<file path="src/assert_macros.svh">
// ----------------------------------------------------------------------------
// Assertion macros
// Shared concurrent assertion forms, clocked and disabled during reset.
// ----------------------------------------------------------------------------
`ifndef ASSERT_MACROS_SVH
`define ASSERT_MACROS_SVH

// Plain property, checked at every clock edge out of reset.
`define SRTF_ASSERT(label, clk, rst_n, prop, msg) \
	label: assert property (@(posedge clk) disable iff (!rst_n) (prop)) \
		else $error(msg);

// Same-cycle implication.
`define SRTF_IMPLIES(label, clk, rst_n, pre, post, msg) \
	label: assert property (@(posedge clk) disable iff (!rst_n) (pre) |-> (post)) \
		else $error(msg);

`endif

</file>
<file path="src/srtf_pkg.sv">
// ----------------------------------------------------------------------------
// srtf_pkg
// Types and codes shared by the SRTF scheduler controller and datapath.
// ----------------------------------------------------------------------------
package srtf_pkg;

	// Command opcodes
	localparam logic OP_ARRIVE = 1'b0;
	localparam logic OP_TICK   = 1'b1;

	// Result status codes
	localparam logic [1:0] ST_STORED   = 2'd0;
	localparam logic [1:0] ST_REJECTED = 2'd1;
	localparam logic [1:0] ST_IDLE     = 2'd2;
	localparam logic [1:0] ST_RAN      = 2'd3;

	// One job table entry
	typedef struct packed {
		logic [7:0] id;
		logic [7:0] remaining;
		logic [7:0] stamp;
	} slot_entry_t;

	// Controller to datapath
	typedef struct packed {
		logic load;    // capture the accepted transaction, reset the scan
		logic scan;    // issue one table read, advance the slot index
		logic commit;  // update state and load the result register
	} dp_cmd_t;

	// Datapath to controller
	typedef struct packed {
		logic scan_last;  // index points at the last slot
		logic out_room;   // result register free or being taken
	} dp_stat_t;

endpackage

</file>
<file path="src/srtf_ctrl.sv">
// ----------------------------------------------------------------------------
// srtf_ctrl
// Sequencer: accept, scan all slots, drain the read pipe, commit.
// ----------------------------------------------------------------------------
module srtf_ctrl
	import srtf_pkg::*;
(
	input  logic     clk,
	input  logic     arst_n,
	input  logic     cmd_valid,
	output logic     cmd_stall,
	input  dp_stat_t stat,
	output dp_cmd_t  cmd
);

	typedef enum logic [3:0] {
		S_IDLE   = 4'b0001,
		S_SCAN   = 4'b0010,
		S_LAST   = 4'b0100,
		S_COMMIT = 4'b1000
	} state_t;

	state_t state_q;
	state_t state_d;

	always_comb begin
		state_d    = state_q;
		cmd.load   = 1'b0;
		cmd.scan   = 1'b0;
		cmd.commit = 1'b0;
		case (state_q)
			S_IDLE: begin
				cmd.load = cmd_valid;
				if (cmd_valid) begin
					state_d = S_SCAN;
				end
			end
			S_SCAN: begin
				cmd.scan = 1'b1;
				if (stat.scan_last) begin
					state_d = S_LAST;
				end
			end
			// last read result is compared during this cycle
			S_LAST: begin
				state_d = S_COMMIT;
			end
			S_COMMIT: begin
				cmd.commit = stat.out_room;
				if (stat.out_room) begin
					state_d = S_IDLE;
				end
			end
			default: begin
				state_d = S_IDLE;
			end
		endcase
	end

	assign cmd_stall = (state_q != S_IDLE);

	always_ff @(posedge clk or negedge arst_n) begin
		if (!arst_n) begin
			state_q <= S_IDLE;
		end else begin
			state_q <= state_d;
		end
	end

endmodule

</file>
<file path="src/srtf_dp.sv">
// ----------------------------------------------------------------------------
// srtf_dp
// Job table, slot scan with best-candidate tracking, state update and
// result register.
// ----------------------------------------------------------------------------
`include "assert_macros.svh"

module srtf_dp
	import srtf_pkg::*;
#(
	parameter int JOB_SLOTS = 16
) (
	input  logic        clk,
	input  logic        arst_n,
	input  dp_cmd_t     cmd,
	output dp_stat_t    stat,
	input  logic        opcode,
	input  logic [7:0]  job_id,
	input  logic [7:0]  job_burst,
	output logic        res_valid,
	input  logic        res_stall,
	output logic [1:0]  status,
	output logic [7:0]  ran_id,
	output logic        first_run,
	output logic        switched,
	output logic        finished,
	output logic [7:0]  remaining_after,
	output logic [31:0] time_now
);

	localparam int IW = (JOB_SLOTS > 1) ? $clog2(JOB_SLOTS) : 1;
	localparam logic [IW-1:0] LAST_IDX = IW'(JOB_SLOTS - 1);

	// captured transaction
	logic        op_q;
	logic [7:0]  jid_q;
	logic [7:0]  burst_q;

	// slot state
	logic [JOB_SLOTS-1:0] slot_valid_q;
	logic [JOB_SLOTS-1:0] slot_started_q;
	slot_entry_t          slot_mem [JOB_SLOTS];
	logic [7:0]           stamp_cnt_q;
	logic [31:0]          time_q;
	logic [IW-1:0]        prev_id_q;
	logic                 prev_valid_q;

	// scan
	logic [IW-1:0] idx_q;
	logic          rd_valid_s1;
	logic          slot_vld_s1;
	logic [IW-1:0] rd_idx_s1;
	slot_entry_t   rd_data_s1;

	// best candidate
	logic          found_q;
	logic [IW-1:0] best_idx_q;
	logic [7:0]    best_rem_q;
	logic [7:0]    best_age_q;
	slot_entry_t   best_q;

	// result register
	logic        res_valid_q;
	logic [1:0]  status_q;
	logic [7:0]  ran_id_q;
	logic        first_run_q;
	logic        switched_q;
	logic        finished_q;
	logic [7:0]  remaining_q;
	logic [31:0] time_now_q;

	logic [7:0]  age;
	logic        take;
	logic        tick;
	logic [7:0]  rem_dec;
	logic [7:0]  burst_fix;
	logic        started_best;
	logic        sw_best;
	logic        mem_we;
	slot_entry_t mem_wdata;
	logic        commit_tick_hit;
	logic        commit_arrive_hit;

	assign tick = (op_q == OP_TICK);
	assign age  = stamp_cnt_q - rd_data_s1.stamp;

	// strict compare keeps the lower slot on a full tie
	always_comb begin
		if (tick) begin
			take = slot_vld_s1 && (!found_q || (rd_data_s1.remaining < best_rem_q) ||
				((rd_data_s1.remaining == best_rem_q) && (age > best_age_q)));
		end else begin
			take = !slot_vld_s1 && !found_q;
		end
	end

	assign rem_dec      = (best_rem_q != 8'd0) ? best_rem_q - 8'd1 : 8'd0;
	assign burst_fix    = (burst_q == 8'd0) ? 8'd1 : burst_q;
	assign started_best = slot_started_q[best_idx_q];
	assign sw_best      = started_best && prev_valid_q && (prev_id_q != best_idx_q);

	assign commit_tick_hit   = cmd.commit && tick && found_q;
	assign commit_arrive_hit = cmd.commit && !tick && found_q;

	assign mem_we = commit_tick_hit || commit_arrive_hit;
	always_comb begin
		if (tick) begin
			mem_wdata = '{id: best_q.id, remaining: rem_dec, stamp: best_q.stamp};
		end else begin
			mem_wdata = '{id: jid_q, remaining: burst_fix, stamp: stamp_cnt_q};
		end
	end

	assign stat.scan_last = (idx_q == LAST_IDX);
	assign stat.out_room  = !res_valid_q || !res_stall;

	// table memory, one write and one registered read port
	always_ff @(posedge clk) begin
		if (mem_we) begin
			slot_mem[best_idx_q] <= mem_wdata;
		end
		if (cmd.scan) begin
			rd_data_s1 <= slot_mem[idx_q];
		end
	end

	// payload registers
	always_ff @(posedge clk) begin
		if (cmd.load) begin
			op_q    <= opcode;
			jid_q   <= job_id;
			burst_q <= job_burst;
		end
		if (cmd.scan) begin
			rd_idx_s1   <= idx_q;
			slot_vld_s1 <= slot_valid_q[idx_q];
		end
		if (rd_valid_s1 && take) begin
			best_idx_q <= rd_idx_s1;
			best_rem_q <= rd_data_s1.remaining;
			best_age_q <= age;
			best_q     <= rd_data_s1;
		end
		if (cmd.commit) begin
			if (tick) begin
				status_q    <= found_q ? ST_RAN : ST_IDLE;
				ran_id_q    <= found_q ? best_q.id : 8'd0;
				first_run_q <= found_q && !started_best;
				switched_q  <= found_q && sw_best;
				finished_q  <= found_q && (rem_dec == 8'd0);
				remaining_q <= found_q ? rem_dec : 8'd0;
				time_now_q  <= time_q + 32'd1;
			end else begin
				status_q    <= found_q ? ST_STORED : ST_REJECTED;
				ran_id_q    <= jid_q;
				first_run_q <= 1'b0;
				switched_q  <= 1'b0;
				finished_q  <= 1'b0;
				remaining_q <= found_q ? burst_fix : 8'd0;
				time_now_q  <= time_q;
			end
		end
	end

	// control state
	always_ff @(posedge clk or negedge arst_n) begin
		if (!arst_n) begin
			slot_valid_q   <= '0;
			slot_started_q <= '0;
			stamp_cnt_q    <= 8'd0;
			time_q         <= 32'd0;
			prev_id_q      <= '0;
			prev_valid_q   <= 1'b0;
			idx_q          <= '0;
			rd_valid_s1    <= 1'b0;
			found_q        <= 1'b0;
			res_valid_q    <= 1'b0;
		end else begin
			rd_valid_s1 <= cmd.scan;
			if (cmd.load) begin
				idx_q   <= '0;
				found_q <= 1'b0;
			end else if (cmd.scan) begin
				idx_q <= idx_q + 1'b1;
			end
			if (rd_valid_s1 && take) begin
				found_q <= 1'b1;
			end
			if (cmd.commit && tick) begin
				time_q <= time_q + 32'd1;
			end
			if (commit_tick_hit) begin
				slot_started_q[best_idx_q] <= 1'b1;
				if (rem_dec == 8'd0) begin
					slot_valid_q[best_idx_q] <= 1'b0;
				end
				prev_id_q    <= best_idx_q;
				prev_valid_q <= 1'b1;
			end
			if (commit_arrive_hit) begin
				slot_valid_q[best_idx_q]   <= 1'b1;
				slot_started_q[best_idx_q] <= 1'b0;
				stamp_cnt_q                <= stamp_cnt_q + 8'd1;
			end
			if (cmd.commit) begin
				res_valid_q <= 1'b1;
			end else if (!res_stall) begin
				res_valid_q <= 1'b0;
			end
		end
	end

	assign res_valid       = res_valid_q;
	assign status          = status_q;
	assign ran_id          = ran_id_q;
	assign first_run       = first_run_q;
	assign switched        = switched_q;
	assign finished        = finished_q;
	assign remaining_after = remaining_q;
	assign time_now        = time_now_q;

	`SRTF_IMPLIES(a_commit_room, clk, arst_n, cmd.commit, !res_valid_q || !res_stall, "commit with full result register")
	`SRTF_IMPLIES(a_run_slot_valid, clk, arst_n, commit_tick_hit, slot_valid_q[best_idx_q], "chosen job slot not valid")
	`SRTF_IMPLIES(a_run_rem_nonzero, clk, arst_n, commit_tick_hit, best_rem_q != 8'd0, "chosen job has no time left")
	`SRTF_IMPLIES(a_store_slot_free, clk, arst_n, commit_arrive_hit, !slot_valid_q[best_idx_q], "arrival into occupied slot")

endmodule

</file>
<file path="src/shortest_remaining_time_scheduler.sv">
// ----------------------------------------------------------------------------
// shortest_remaining_time_scheduler
// Preemptive SRTF scheduler: arrivals fill a job table, ticks run the job
// with least remaining time (ties to the earliest arrival).
//
//   channel | valid     | stall     | payload
//   --------+-----------+-----------+------------------------------------------
//   command | cmd_valid | cmd_stall | opcode, job_id, job_burst
//   result  | res_valid | res_stall | status, ran_id, first_run, switched,
//           |           |           | finished, remaining_after, time_now
//
// One transaction at a time; each command is paced by the one-slot-per-cycle
// table scan through a single read port.
// No clearing pass after reset; the table is usable on the first cycle.
// A stalled result holds in the output register; the next command is taken
// meanwhile and waits at commit until the register frees.
// ----------------------------------------------------------------------------
module shortest_remaining_time_scheduler
	import srtf_pkg::*;
#(
	parameter int JOB_SLOTS = 16
) (
	input  logic        clk,
	input  logic        arst_n,
	input  logic        cmd_valid,
	output logic        cmd_stall,
	input  logic        opcode,
	input  logic [7:0]  job_id,
	input  logic [7:0]  job_burst,
	output logic        res_valid,
	input  logic        res_stall,
	output logic [1:0]  status,
	output logic [7:0]  ran_id,
	output logic        first_run,
	output logic        switched,
	output logic        finished,
	output logic [7:0]  remaining_after,
	output logic [31:0] time_now
);

	dp_cmd_t  cmd;
	dp_stat_t stat;

	srtf_ctrl u_ctrl (
		.clk       (clk),
		.arst_n    (arst_n),
		.cmd_valid (cmd_valid),
		.cmd_stall (cmd_stall),
		.stat      (stat),
		.cmd       (cmd)
	);

	srtf_dp #(
		.JOB_SLOTS (JOB_SLOTS)
	) u_dp (
		.clk             (clk),
		.arst_n          (arst_n),
		.cmd             (cmd),
		.stat            (stat),
		.opcode          (opcode),
		.job_id          (job_id),
		.job_burst       (job_burst),
		.res_valid       (res_valid),
		.res_stall       (res_stall),
		.status          (status),
		.ran_id          (ran_id),
		.first_run       (first_run),
		.switched        (switched),
		.finished        (finished),
		.remaining_after (remaining_after),
		.time_now        (time_now)
	);

endmodule
</file>
<file path="config.mk">
export PLATFORM = sky130hd
export DESIGN_NAME = shortest_remaining_time_scheduler
export DESIGN_NICKNAME = d
export VERILOG_FILES = /design/src/srtf_pkg.sv /design/src/srtf_ctrl.sv /design/src/srtf_dp.sv /design/src/shortest_remaining_time_scheduler.sv
export VERILOG_INCLUDE_DIRS = /design/src /design/src/src
export SDC_FILE = /design/constraint.sdc
export NUM_CORES = 1
export LEC_CHECK = 0
export BUFFER_PORTS_ARGS = -buffer_cell sky130_fd_sc_hd__buf_2
export CORE_ASPECT_RATIO = 0.9
export CORE_MARGIN = 2
export CORE_UTILIZATION = 55
export CTS_CLUSTER_SIZE = 8
export DETAILED_ROUTE_END_ITERATION = 8
export PLACE_DENSITY_LB_ADDON = 0.08
export SKIP_CTS_REPAIR_TIMING = 1
export SLEW_MARGIN = 40
export SYNTH_ARGS = -nofsm -noshare
export SYNTH_HDL_FRONTEND = slang
export SYNTH_SLANG_ARGS = --single-unit
</file>
<file path="constraint.sdc">
create_clock -name clk -period 6.2 [get_ports clk]
set_input_delay 0.62 -clock clk [delete_from_list [all_inputs] [get_ports clk]]
set_output_delay 0.62 -clock clk [all_outputs]
set_load 0.05 [all_outputs]
</file>
**Word-level counts from Yosys, hierarchy flattened**

Memories as Yosys holds them, arrays and structs flattened. A register that Yosys moved wholly into a read port is not among the register bits.
Cells that the tools add are included.

- Register bits: 199
- RAM bits: 384
- Input port bits: 21
- Output and inout bits: 55
- Memories: 1

Memories:

| name | depth | width | rd ports | clocked after Yosys merged registers in | wr ports | line | text |
|---|---|---|---|---|---|---|---|
| u_dp.slot_mem | 16 | 24 | 1 | 1 | 1 | srtf_dp.sv:42 | `slot_entry_t slot_mem [JOB_SLOTS];` |

- Add/sub/neg operators: 5
- $lt $le $gt $ge: 5
- Eq/ne operators: 12
- Mux-type cells: 39
- Bitwise operators: 5
- Reductions and logical operators: 30

Operators by type and width:

| cell | count |
|---|---|
| two-way mux 16 bit | 5 |
| two-way mux 8 bit | 7 |
| adder 32 x 1 -> 32 bit (second input constant) | 1 |
| AND 16 bit | 2 |
| two-way mux 32 bit | 1 |
| OR 16 bit | 2 |
| two-way mux 24 bit | 1 |
| two-way mux 4 bit | 5 |
| logical NOT 8 bit | 2 |
| NOT 16 bit | 1 |
| one-hot mux 4 bit (4 select lines) | 1 |
| two-way mux 1 bit | 15 |
| logical AND 1 bit | 14 |
| less-than comparator 4 x 5 -> 1 bit (second input constant) | 2 |
| adder 8 x 1 -> 8 bit (second input constant) | 1 |
| binary-select mux 1 bit (select 4 bit) | 2 |
| equality test 4 bit (second input constant) | 2 |
| equality test 8 bit | 1 |
| > comparator 8 bit | 1 |
| less-than comparator 8 bit | 1 |
| nonzero test 8 bit | 1 |
| subtractor 8 x 1 -> 8 bit (second input constant) | 1 |
| subtractor 8 bit | 1 |
| logical NOT 1 bit | 6 |
| other kinds (14) | 20 |

**Logic depth before layout (Yosys ltp)**

- Depth in word-level cells: 10
- Gate-level depth with buffers: 15

**Cells and area by module**

From an unflattened synthesis, not the netlist that was laid out.

- Cells, all modules: 1309
- Area total of the unflattened synthesis: 24374.6 µm²

Modules (own cells, without submodules):

| module | times used | cells an instance | area an instance (µm²) | seq. area each (µm²) |
|---|---|---|---|---|
| srtf_dp | 1 | 1290 | 24159.4 | 17687.0 |
| srtf_ctrl | 1 | 19 | 215.2 | 101.3 |

**Worst setup path before layout**

Ideal clock, no wire load.

- Kind: register to register
- From: register u_dp.stamp_cnt_q[0]
- To: register u_dp.best_age_q[0], enable pin
- Library setup time: 0.399 ns
- Arrival time: 3.319 ns
- Data required time: 5.801 ns
- Path slack: 2.482 ns
- Cell stages (with the launch flop): 14
- Buffers on the path: 0
- Clock period less this slack: 3.718 ns
- Cells stage by stage: dfrtp_1 -> inv_1 -> ha_1 -> inv_1 -> fa_1 -> a21o_1 -> a21oi_1 -> o21bai_1 -> a21oi_1 -> xnor2_1 -> ha_1 -> nand3_1 -> o31ai_1 -> a32o_1

- Cells in the longest elaborated chain, start to end: 7

RTL lines:

| what | line | text |
|---|---|---|
| from (decl) | srtf_dp.sv:43 | `logic [7:0] stamp_cnt_q;` |
| from (signal assigned) | srtf_dp.sv:203 | `stamp_cnt_q <= stamp_cnt_q + 8'd1;` |
| subtractor 8 bit | srtf_dp.sv:85 | `assign age = stamp_cnt_q - rd_data_s1.stamp;` |
| named net u_dp.age[6] | srtf_dp.sv:72 | `logic [7:0] age;` |
| > comparator 8 bit | srtf_dp.sv:91 | `((rd_data_s1.remaining == best_rem_q) && (age > best_age_q)));` |
| logical AND 1 bit | srtf_dp.sv:91 |  |
| logical OR 1 bit | srtf_dp.sv:90 | `take = slot_vld_s1 && (!found_q \|\| (rd_data_s1.remaining < best_rem_q) \|\|` |
| logical AND 1 bit | srtf_dp.sv:90 |  |
| two-way mux 1 bit | srtf_dp.sv:89 | `if (tick) begin` |
| logical AND 1 bit | srtf_dp.sv:138 | `if (rd_valid_s1 && take) begin` |
| to (signal assigned) | srtf_dp.sv:141 | `best_age_q <= age;` |
| to (decl) | srtf_dp.sv:59 | `logic [7:0] best_age_q;` |

The timed path passes the listed nets, and every way through them passes these cells.
A chain may end at the register's enable or synchronous reset.

**Worst setup path in the final report**

- From: register u_dp.stamp_cnt_q[0]
- To: register u_dp.best_q[17] (netlist bit), enable pin

- Cells in the longest elaborated chain, start to end: 7

RTL lines:

| what | line | text |
|---|---|---|
| subtractor 8 bit | srtf_dp.sv:85 |  |
| named net u_dp.age[6] | srtf_dp.sv:72 |  |
| > comparator 8 bit | srtf_dp.sv:91 |  |
| logical AND 1 bit | srtf_dp.sv:91 |  |
| logical OR 1 bit | srtf_dp.sv:90 |  |
| logical AND 1 bit | srtf_dp.sv:90 |  |
| two-way mux 1 bit | srtf_dp.sv:89 |  |
| logical AND 1 bit | srtf_dp.sv:138 |  |
| to (signal assigned) | srtf_dp.sv:142 | `best_q <= rd_data_s1;` |
| to (decl) | srtf_dp.sv:60 | `slot_entry_t best_q;` |

The timed path passes the listed nets, and every way through them passes these cells.

==> results.toml <==
[floorplanning]
rows = 73
core_sq_um = 44120
dieArea_sq_um = 46380
chipWidth_um = 226.8
initial_core_util = 0.5569
die_y_um = 204.5
ios = 76

[drt]
ant_nets = 0
vias = 12737
drt_wl_total_mm = 53.58
first_pass_iters = 6
drc = 0
drt_iter0_markers = 1485
wl_per_cell_um = 25.17
vias_per_cell = 5.983

[yosys]
avgSynthCellArea_sq_um = 18.38
synth_nets = 1387
synth-edff-count = 519
synth_async_sr_flop_share = 0.1450
synth_area_sq_um = 24570
synth-main-ff-cell = "edfxtp_1"
ys_seq_elements = 607
yosys_warnings = 0
ys_types = 62
synthCells = 1337
ys_seq_area_frac = 0.7240

[critical_path]
start_kind = "flip-flop"
max_stage_delay_ps = 590
path_cells = "inv_1, ha_1, inv_1, fa_1, a21o_1, a21oi_1, o21bai_1, a21oi_1, xnor2_1, ha_1, nand3_1, o31ai_1, a32o_2, buf_4"
critPathMaxFanout = 22
end_kind = "flip-flop"
slowest_stage = "a32o_2"
cp.arrival_ps = 4210
cp.required_ps = 6470
worst-setup-path-type = "flip-flop to flip-flop"

[status]
status = "finished, final reports clean"

[clocking]
clk_pin_slew_worst_paths_ps = 50
htree_num_levels = 3
insertion_delay_ps = 600
clock-sinks = 607
root_buffer = "clkbuf_16"
cts_buffers = 85
cts_buffer_depth = 3
cts_tree = "yes"

[grt]
antenna_found_initial = 2
grt_pass1_wl_mm = 80.60
grt_pass1_vias = 12738
grt_max_degree = 76
grt.total_usage = 0.2419
globalRouteOverflowTotal = 0

[sta]
setup_viol = 0
tightest_slew_ps = 731.6
finClkSkew_ps = 16.57
fin_crit_ps = 3942
rsz0062_at_grt = "false"
fmax_ghz = 0.2537
maxSlewViolCount = 0
min_period_over_period = 0.6358
maxSlewHeadroom = 0.5123
tns_ps = 0
hold_violations = 0

[cells_and_area]
fin_nets = 1536
layout_common_cells = "edfxtp_1, mux4_2, clkbuf_16, dfrtp_1, buf_2"
syn_to_final_growth_pct = 15.63
final_common_cell = "edfxtp_1"
nFillCells = 3083
layout-drive-gt1-share = 0.2664

[place]
hpwlAfterDp_mm = 30.66
port_buffers = 75
gp_congestion = 0.8605

[power]
combPwrFrac = 0.129
seqPwrFrac = 0.470
switching_power_w = 0.002465
p_per_area_nw_per_um2 = 364.6
vdd_drop_max_mv = 0.2871
p_int_w = 0.007892
cellLeakagePower_nw = 10.05
swShare = 0.2380
power_w = 0.01036
p_clk_frac = 0.401

[worst_hold_path]
hp-class = "input port to flip-flop"

[flow_run]
maxCapViolations = 0
## registers in the layout, indices dropped and copies added, names as in the netlist, 8 cells and up
signal / count
u_dp.best_rem_q: 8
u_dp.best_age_q: 8
u_dp.time_q: 32
u_dp.burst_q: 8
u_dp.slot_started_q: 16
u_dp.rd_data_s1: 24
u_dp.slot_valid_q: 16
u_dp.time_now: 32
u_dp.jid_q: 8
u_dp.remaining_after: 8
u_dp.stamp_cnt_q: 8
u_dp.slot_mem: 384
u_dp.best_q: 16
u_dp.ran_id: 8
## critical path: cells and delay by family (launching register included)
kind,cells,cell delay [ps]
AOI/OAI and AO/OA,6,1500
buffers and inverters,3,580
adders and majority gates,3,880
and+or+nand+nor,1,120
DFF,1,390
xor gates and xnor gates,1,120
## power groups by stage
stage          sequential [W]  combinational (W)  clock, W
2_1_floorplan         0.00486           0.000981         0
3_3_place_gp          0.00501            0.00122         0
3_5_place_dp          0.00494            0.00135         0
4_1_cts               0.00487            0.00136   0.00423
5_1_grt               0.00488            0.00145   0.00439
6_report              0.00487            0.00134   0.00415
## routing by layer
metal	wire length, um	GRT usage
met3	4094	0.05666
met1	23250	0.3581
met2	25240	0.3663
met4	995	0.06532
met5	0	0
## cells by family (layout without fill, tap and decap cells)
| kind of cell | count (synthesis) | count (layout) | synth area share |
|---|---|---|---|
| flip-flops | 607 | 607 | 0.7240 |
| AND/OR/NAND/NOR | 242 | 242 | 0.05123 |
| multiplexers | 176 | 176 | 0.1395 |
| buffers and inverters | 112 | 303 | 0.01777 |
| XOR/XNOR | 86 | 86 | 0.03066 |
| AO/OA/AOI/OAI | 85 | 85 | 0.02180 |
| adder cells (fa/ha/maj) | 29 | 29 | 0.01507 |
| other | 0 | 1 | 0 |
## cell usage after synthesis (3+ instances only)
cell      count  share of area
mux2_2       30          0.014
o21ai_0      29         0.0059
nand3_1      40         0.0081
and4_1        3         0.0011
and3_1       12         0.0031
and2_1       13         0.0033
or3_1         3        0.00076
nor2_1       48         0.0073
inv_1        57         0.0087
xnor2_1      62          0.022
a21oi_1      21         0.0043
ha_1         28          0.014
nor3_1       18         0.0037
nor4_1        4         0.0010
nor2b_1       6         0.0015
buf_1         6        0.00092
nand2b_1      4         0.0010
nand2_1      59         0.0090
a32o_1        3         0.0012
edfxtp_1    519           0.63
dfrtp_1      87          0.089
clkbuf_1     36         0.0055
mux4_2      130           0.12
mux2i_1      15         0.0061
buf_2        13         0.0026
o22ai_1       5         0.0013
a22o_1        7         0.0025
xor2_1       24         0.0086
nand4_1      14         0.0036
## path summary, 6_finish.rpt
kind                                          start                  to  slack, ps  cells after the start
worst max-delay path            u_dp.stamp_cnt_q[0]     u_dp.best_q[17]       2260                     14
worst min-delay path                      job_id[4]       u_dp.jid_q[4]        190                      1
worst max register to register  u_dp.stamp_cnt_q[0]     u_dp.best_q[17]       2260                     14
worst min register to register    u_dp.rd_idx_s1[0]  u_dp.best_idx_q[0]        410                      0
max in group asynchronous                    arst_n       u_dp.idx_q[1]       4750                      3
min in group asynchronous                    arst_n      u_dp.time_q[0]        460                      2
## area by class of cell
type | instances | area (sq um) | area share
multi-input combinational | 618 | 6472 | 0.2278
timing repair buffer | 117 | 788.3 | 0.02775
clock buffer | 126 | 2323 | 0.08178
sequential | 607 | 17800 | 0.6265
tap | 600 | 750.7 | 0.02642
antenna | 1 | 2.502 | 0.00008808
clock inverter | 3 | 52.55 | 0.001850
inverter | 57 | 221.5 | 0.007795
## through the flow
| step | setup WS [ps] | instances | cell area, sq um | hold WS (ps) | util |
|---|---|---|---|---|---|
| floorplan | 2482 | 1337 | 24570 | 324.4 | - |
| global placement | 2344 | 1989 | 25810 | 401.4 | 0.5850 |
| detailed placement | 2223 | 1998 | 26020 | 407.2 | 0.5897 |
| CTS | 2211 | 2127 | 28390 | -101.5 | 0.6436 |
| global route | 1964 | 2128 | 28410 | 155.7 | 0.6439 |
| finish | 2258 | 2129 | 28410 | 193.3 | 0.6440 |
Note: power is estimated with default switching activity, not from simulation.
